==> src/rtl/core/pidc_pkg.sv <==
// Shared constants, register indexes and saturation helpers for the PID controller.
// Used by the channel interfaces, the serial divider and the top level.
package pidc_pkg;

    localparam int DATA_W     = 32;             // Q16.16 data width
    localparam int LIM_W      = 31;             // integral limit width
    localparam int WIDE_W     = DATA_W + 1;     // operand and difference width
    localparam int PROD_W     = 2 * WIDE_W;     // full product width
    localparam int FRAC_W     = 16;             // fraction bits
    localparam int SUM_W      = DATA_W + 3;     // room for three saturated terms
    localparam int DIVD_W     = WIDE_W + FRAC_W; // |diff| shifted up by the fraction
    localparam int DIV_CNT_W  = $clog2(DIVD_W + 1);
    localparam int CFG_IDX_W  = 3;

    typedef logic [CFG_IDX_W-1:0] cfg_idx_t;

    localparam cfg_idx_t REG_PROP_GAIN   = 3'd0;
    localparam cfg_idx_t REG_INTEG_GAIN  = 3'd1;
    localparam cfg_idx_t REG_DERIV_GAIN  = 3'd2;
    localparam cfg_idx_t REG_SETPOINT    = 3'd3;
    localparam cfg_idx_t REG_OUT_MIN     = 3'd4;
    localparam cfg_idx_t REG_OUT_MAX     = 3'd5;
    localparam cfg_idx_t REG_INTEG_LIMIT = 3'd6;

    localparam logic signed [DATA_W-1:0] Q_MAX = {1'b0, {(DATA_W-1){1'b1}}};
    localparam logic signed [DATA_W-1:0] Q_MIN = {1'b1, {(DATA_W-1){1'b0}}};

    localparam logic signed [DATA_W-1:0] PROP_GAIN_RST   = 32'sd32768;
    localparam logic signed [DATA_W-1:0] INTEG_GAIN_RST  = 32'sd13107;
    localparam logic [LIM_W-1:0]         INTEG_LIMIT_RST = 31'd131072;

    // Saturate a 33-bit sum or difference to the signed 32-bit range.
    function automatic logic signed [DATA_W-1:0] sat_wide(input logic signed [WIDE_W-1:0] v);
        if (v[WIDE_W-1] != v[WIDE_W-2])
            return v[WIDE_W-1] ? Q_MIN : Q_MAX;
        return v[DATA_W-1:0];
    endfunction

    // Saturate the running sum of product terms.
    function automatic logic signed [DATA_W-1:0] sat_sum(input logic signed [SUM_W-1:0] v);
        if (v > SUM_W'(Q_MAX))
            return Q_MAX;
        if (v < SUM_W'(Q_MIN))
            return Q_MIN;
        return v[DATA_W-1:0];
    endfunction

    // Drop the fraction of a full product (floor) and saturate.
    function automatic logic signed [DATA_W-1:0] qsat(input logic signed [PROD_W-1:0] p);
        logic signed [PROD_W-1:0] s;
        s = p >>> FRAC_W;
        if (s > PROD_W'(Q_MAX))
            return Q_MAX;
        if (s < PROD_W'(Q_MIN))
            return Q_MIN;
        return s[DATA_W-1:0];
    endfunction

endpackage

==> src/rtl/core/pidc_div.sv <==
// Restoring serial divider, one quotient bit per cycle, unsigned operands.
// Depends on pidc_pkg for operand widths.
module pidc_div import pidc_pkg::*;
(
    input  logic              clk,
    input  logic              rst_n,
    input  logic              start,
    input  logic [DIVD_W-1:0] dividend,
    input  logic [DATA_W-1:0] divisor,
    output logic              busy,
    output logic [DIVD_W-1:0] quotient
);

    logic [WIDE_W-1:0]    rem_reg;
    logic [DIVD_W-1:0]    quo_reg;
    logic [DATA_W-1:0]    dvs_reg;
    logic [DIV_CNT_W-1:0] cnt_reg;
    logic                 busy_reg;

    logic [WIDE_W-1:0]    shifted;
    logic [WIDE_W:0]      trial;
    logic                 fits;

    // Shift the next dividend bit into the partial remainder and try a subtract.
    assign shifted = {rem_reg[DATA_W-1:0], quo_reg[DIVD_W-1]};
    assign trial   = {1'b0, shifted} - {2'b00, dvs_reg};
    assign fits    = !trial[WIDE_W];

    always_ff @(posedge clk or negedge rst_n)
    begin
        if (!rst_n)
        begin
            busy_reg <= 1'b0;
            cnt_reg  <= '0;
        end
        else if (start)
        begin
            busy_reg <= 1'b1;
            cnt_reg  <= DIV_CNT_W'(DIVD_W);
        end
        else if (busy_reg)
        begin
            cnt_reg <= cnt_reg - 1'b1;
            if (cnt_reg == DIV_CNT_W'(1))
                busy_reg <= 1'b0;
        end
    end

    always_ff @(posedge clk)
    begin
        if (start)
        begin
            rem_reg <= '0;
            quo_reg <= dividend;
            dvs_reg <= divisor;
        end
        else if (busy_reg)
        begin
            rem_reg <= fits ? trial[WIDE_W-1:0] : shifted;
            quo_reg <= {quo_reg[DIVD_W-2:0], fits};
        end
    end

    assign busy     = busy_reg;
    assign quotient = quo_reg;

endmodule

==> config.mk <==
export PLATFORM = sky130hd
export DESIGN_NAME = pidc_div
export DESIGN_NICKNAME = d
export VERILOG_FILES = /design/src/rtl/core/pidc_pkg.sv /design/src/rtl/core/pidc_div.sv
export SDC_FILE = /design/constraint.sdc
export NUM_CORES = 1
export LEC_CHECK = 0
export ABC_AREA = 1
export BUFFER_PORTS_ARGS = -buffer_cell sky130_fd_sc_hd__buf_4
export CAP_MARGIN = 20
export CELL_PAD_IN_SITES_DETAIL_PLACEMENT = 0
export CELL_PAD_IN_SITES_GLOBAL_PLACEMENT = 1
export CORE_MARGIN = 3
export CORE_UTILIZATION = 38
export CTS_BUF_LIST = sky130_fd_sc_hd__clkbuf_4 sky130_fd_sc_hd__clkbuf_8
export DETAILED_ROUTE_END_ITERATION = 8
export HOLD_SLACK_MARGIN = 0.15
export PLACE_DENSITY = 0.79
export SLEW_MARGIN = 20
export SYNTH_ARGS = -nofsm -noshare
export SYNTH_HDL_FRONTEND = slang
export SYNTH_SLANG_ARGS = --single-unit
export TNS_END_PERCENT = 1
==> constraint.sdc <==
create_clock -name clk -period 2.4 [get_ports clk]
set_clock_uncertainty 0.15 [all_clocks]
set_input_delay 0.48 -clock clk [delete_from_list [all_inputs] [get_ports clk]]
set_output_delay 0.48 -clock clk [all_outputs]
set_load 0.01 [all_outputs]
======== Word level (Yosys, flattened, before mapping) ========
Cells that the tools add are included.
Widths: inputs -> output; s select.
word-level totals
  word-level logic and storage cells ...... 18
  output and inout bits ................... 50
  flip-flop bits (word level) ............. 120
  input port bits ......................... 84
operators by class
  equality and inequality tests ........... 1
  $add $sub $neg .......................... 2
  reductions and logical operators ........ 2
  multiplexer cells ....................... 8
operator list
  operator             count
  $mux 49              2
  $sub 33x32->34       1
  $mux 32              1
  $mux 6               2
  $eq 6x1->1 const B   1
  $sub 6x1->6 const B  1
  $mux 1               3
  $reduce_bool 2->1    1
  $logic_not 1->1      1

======== Depth between registers and ports, before layout ========
  word-level depth ........................ 4
  depth in mapped cells ................... 17
  gate-level depth less buffers ........... 16

======== Worst setup path before layout ========
No wires, ideal clock.
  path type ............................... input to register
  start ................................... input port start
  end ..................................... register quo_reg[0], in the netlist quotient[0], enable pin
  stages .................................. 4
  setup slack ............................. -0.659 ns
  buffers on the path ..................... 2
  required time ........................... 1.817 ns
  library setup time ...................... 0.433 ns
  data arrival time ....................... 2.475 ns
  cell sequence ........................... clkbuf_1 -> nor2_1 -> inv_1 -> clkbuf_1
between the ends
  word-level cells in the longest chain between the ends .. 1
RTL lines
  what                                RTL line        source
  start, declared                     pidc_div.sv:7   input logic start,
  $reduce_bool 2->1 (no source line)  --
  end signal, assigned                pidc_div.sv:54  quo_reg <= dividend;
  end signal, assigned                pidc_div.sv:60  quo_reg <= {quo_reg[DIVD_W-2:0], fits};
  end, declared                       pidc_div.sv:15  logic [DIVD_W-1:0] quo_reg;
Every way passes these cells.
A chain may end at the register's enable or synchronous reset.

======== Worst setup path after layout ========
  start ................................... register dvs_reg[26]
  end ..................................... register rem_reg[8]
between the ends
  word-level cells in the longest chain between the ends .. 2
RTL lines
  what                    RTL line        source
  start, declared         pidc_div.sv:16  logic [DATA_W-1:0] dvs_reg;
  start signal, assigned  pidc_div.sv:55  dvs_reg <= divisor;
  $sub 33x32->34          pidc_div.sv:26  assign trial = {1'b0, shifted} - {2'b00, dvs_reg};
  $mux 32                 pidc_div.sv:59  rem_reg <= fits ? trial[WIDE_W-1:0] : shifted;
  end signal, assigned    pidc_div.sv:59
  end, declared           pidc_div.sv:14  logic [WIDE_W-1:0] rem_reg;
Every way passes these cells.

==> impl_metrics.json <==
{
  "die_area_sq_um": 21600,
  "cp_cell_sequence": "inv_1 > ha_1 > a21oi_2 > nor2_1 > o21ai_1 > nand2_1 > nor2_8 > nand2_4 > buf_12 > nand2_1 > nand3_1 > o21ai_1",
  "holdCritStartpoint": "dividend[10]",
  "regToRegEndpoint": "rem_reg[8]",
  "area_growth_pct": 38.5,
  "rsz0062_at_grt": "true",
  "final_max_slew_viol_count": 0,
  "drtPass1Iterations": 5,
  "pre_cts_slack_ps": -13.5,
  "cp-end-kind": "register",
  "stdcell_count": 1566,
  "critPathMaxStageDelay_ps": 370,
  "vias_per_cell": 4.63,
  "hp-class": "in -> reg",
  "cts_tree": "done",
  "synth_area_leaders": "edfxtp_1 (32%), nand2_1 (23%), inv_1 (8.7%)",
  "hold_path_end": "quotient[10]",
  "fin_tns_setup_ps": 0,
  "hold_depth": 3,
  "synth-edff-count": 81,
  "fin_crit_ps": 2250,
  "cp_num_buf_inv": 2,
  "synth_largest_area_cell": "edfxtp_1",
  "clock_latency_ps": 460,
  "p_leak_uw": 0.00548,
  "drt_iter0_drc": 451,
  "synth_cell_types": 38,
  "setup_viol_count_final": 0,
  "r2r_slack_ps": 150,
  "synth_top_area_share": 0.322,
  "reg2reg_depth": 12,
  "status": "complete, no violations",
  "worstPathRequired_ps": 2630,
  "cts-htree-levels": 4,
  "design.core.area_sq_um": 19100,
  "die_h_um": 147,
  "clk_pin_slew_ps": 90,
  "start_util": 0.395,
  "slew_headroom": 0.695,
  "hpwlAfterDp_mm": 16.1,
  "layout.nets": 1412,
  "drc": 0,
  "powerDensity_nw_per_um2": 977,
  "tightestPinTransition_ps": 458,
  "critical_path.top_delay_family": "simple AND/OR/NAND/NOR gates",
  "min_period_over_period": 0.935,
  "yosysSeqAreaShare": 0.431,
  "slowest_stage": "edfxtp_1",
  "overflow": 0,
  "finalPower_uw": 10200,
  "io_pins": 134,
  "cts_root_buf": "clkbuf_8",
  "antenna_found_initial": 0,
  "cp.arrival_ps": 2470,
  "critical_path_class": "reg -> reg",
  "antenna_cells": 0,
  "maxCapViolations": 0,
  "grt_max_degree": 67,
  "avgRoutedWirePerCell_um": 14.4,
  "postSynthCellCount": 1050,
  "dp_cells": 1450,
  "fin_util": 0.547,
  "synth_area_sq_um": 7540,
  "cts_buffers": 17,
  "yosysWarnings": 0,
  "grt_pass1_wl_mm": 36.1,
  "gp_congestion": 0.898,
  "r2r-start": "dvs_reg[26]",
  "worst_setup_path_start_kind": "register",
  "rows": 50,
  "synth_async_sr_flop_share": 0.0583,
  "die_x_um": 147,
  "max_freq_mhz": 445,
  "cts_sinks": 120,
  "synthesis.nets": 1169,
  "synth_seq_cells": 120,
  "setup_ws_ps": 155,
  "worst-path-max-fanout": 22,
  "worst_ir_drop_vdd_v": 0.000453,
  "via_count": 7249,
  "largest_reg_flops": 49,
  "grt_use_total": 0.208,
  "portBuffers": 133,
  "antenna_left": 0,
  "drive_above_1_share": 0.195,
  "synth_area_per_cell_sq_um": 7.18,
  "hold_violations": 0,
  "grt_pass1_vias": 7233,
  "wl_mm": 22.5,
  "clk_path_buf_depth": 2,
  "ys.flop_type": "edfxtp_1"
}
==> cell usage after synthesis, types with 2 or more instances <==
library cell,instances
xnor2_1,14
nand2_4,2
nor2_1,43
nand4_1,10
nand2_1,458
inv_1,175
dfxtp_1,32
ha_1,34
edfxtp_1,81
nor2_2,3
a21oi_2,3
nand3_1,79
buf_2,5
o21ai_0,5
clkbuf_1,14
nand3b_1,16
inv_2,4
o21bai_1,2
buf_4,2
o21ai_1,10
nand3_2,5
a21oi_1,18
buf_6,4
and2_1,2
nor3_1,5
dfrtp_1,7
nand2_2,6
==> logic make-up (layout without fill, tap and decap cells) <==
group | after synthesis | count (layout) | share of synthesized area
DFF | 120 | 120 | 0.431
AOI/OAI and AO/OA | 40 | 40 | 0.0290
buffers and inverters | 206 | 462 | 0.108
adders and majority gates | 35 | 35 | 0.0591
xor gates and xnor gates | 15 | 15 | 0.0174
and+or+nand+nor | 634 | 634 | 0.356
==> power by group <==
group	leakage (uW)	switching (uW)	internal, uW
Clock	0.000203	993	963
Combinational	0.00409	3060	2300
Sequential	0.00119	272	2610
==> per-stage QoR <==
step	cell area, sq um	hold slack, ps
2_1_floorplan	7540	34.4
3_3_place_gp	9080	152
3_5_place_dp	9080	151
4_1_cts	10300	151
5_1_grt	10400	171
6_report	10400	174
==> area by class of cell <==
type,instances,area (sq um)
tap,260,325
sequential,120,3250
timing repair buffer,250,2180
clock inverter,14,161
inverter,180,676
multi-input combinational,724,3620
fill,1784,8640
clock buffer,18,241
==> layout by cell type, fill, tap and decap left out, types with 2 or more instances in the layout <==
master         instances
dlygate4sd3_1         78
ha_4                   6
a21oi_1               18
bufinv_16              2
clkinv_4               2
nor2_2                 9
buf_4                163
inv_1                173
nor2_1                36
buf_12                 8
inv_6                  7
clkbuf_8              17
edfxtp_1              81
ha_1                  28
nand3b_1              16
nor2_4                 2
nand2_1              452
nand4_1               10
nand3_1               77
dfxtp_1               32
and2_1                 2
a21oi_2                2
inv_2                  6
o21ai_0                5
nand2_4                2
xnor2_1               13
o21bai_1               2
dfrtp_1                7
nor3_1                 5
o21ai_1               10
nand2_2               12
clkinv_1               2
nand3_2                7
==> repair_timing <==
item	4_1_cts	5_1_grt
setup endpoints to repair	2	32
resized for setup	1	26
buffers inserted	0	6
endpoints found under the hold margin	83	2
hold buffers	77	1
pin swaps	0	4
==> worst max-delay path by stage <==
stage	start	endpoint	slack, ps	cells after the start
after floorplan	quotient[48]	rem_reg[16]	180	13
after global placement	quotient[48]	rem_reg[12]	80	14
after detailed placement	quotient[48]	rem_reg[28]	-10	16
after CTS	quotient[48]	rem_reg[30]	40	16
after global routing	dvs_reg[17]	rem_reg[19]	-40	13
final	dvs_reg[26]	rem_reg[8]	150	12
==> metal layers <==
metal | routed length [um] | GRT usage
met3 | 1640 | 0.0558
met4 | 245 | 0.0480
met2 | 10200 | 0.340
met1 | 10400 | 0.277
met5 | 0 | 0
==> worst reg2reg max path, cell delays in order, from the launching register on <==
cell	delay, ps
edfxtp_1	370
inv_1	80
ha_1	300
a21oi_2	210
nor2_1	80
o21ai_1	130
nand2_1	140
nor2_8	200
nand2_4	100
buf_12	170
nand2_1	80
nand3_1	60
o21ai_1	110
Note: power is estimated with default switching activity, not from simulation.
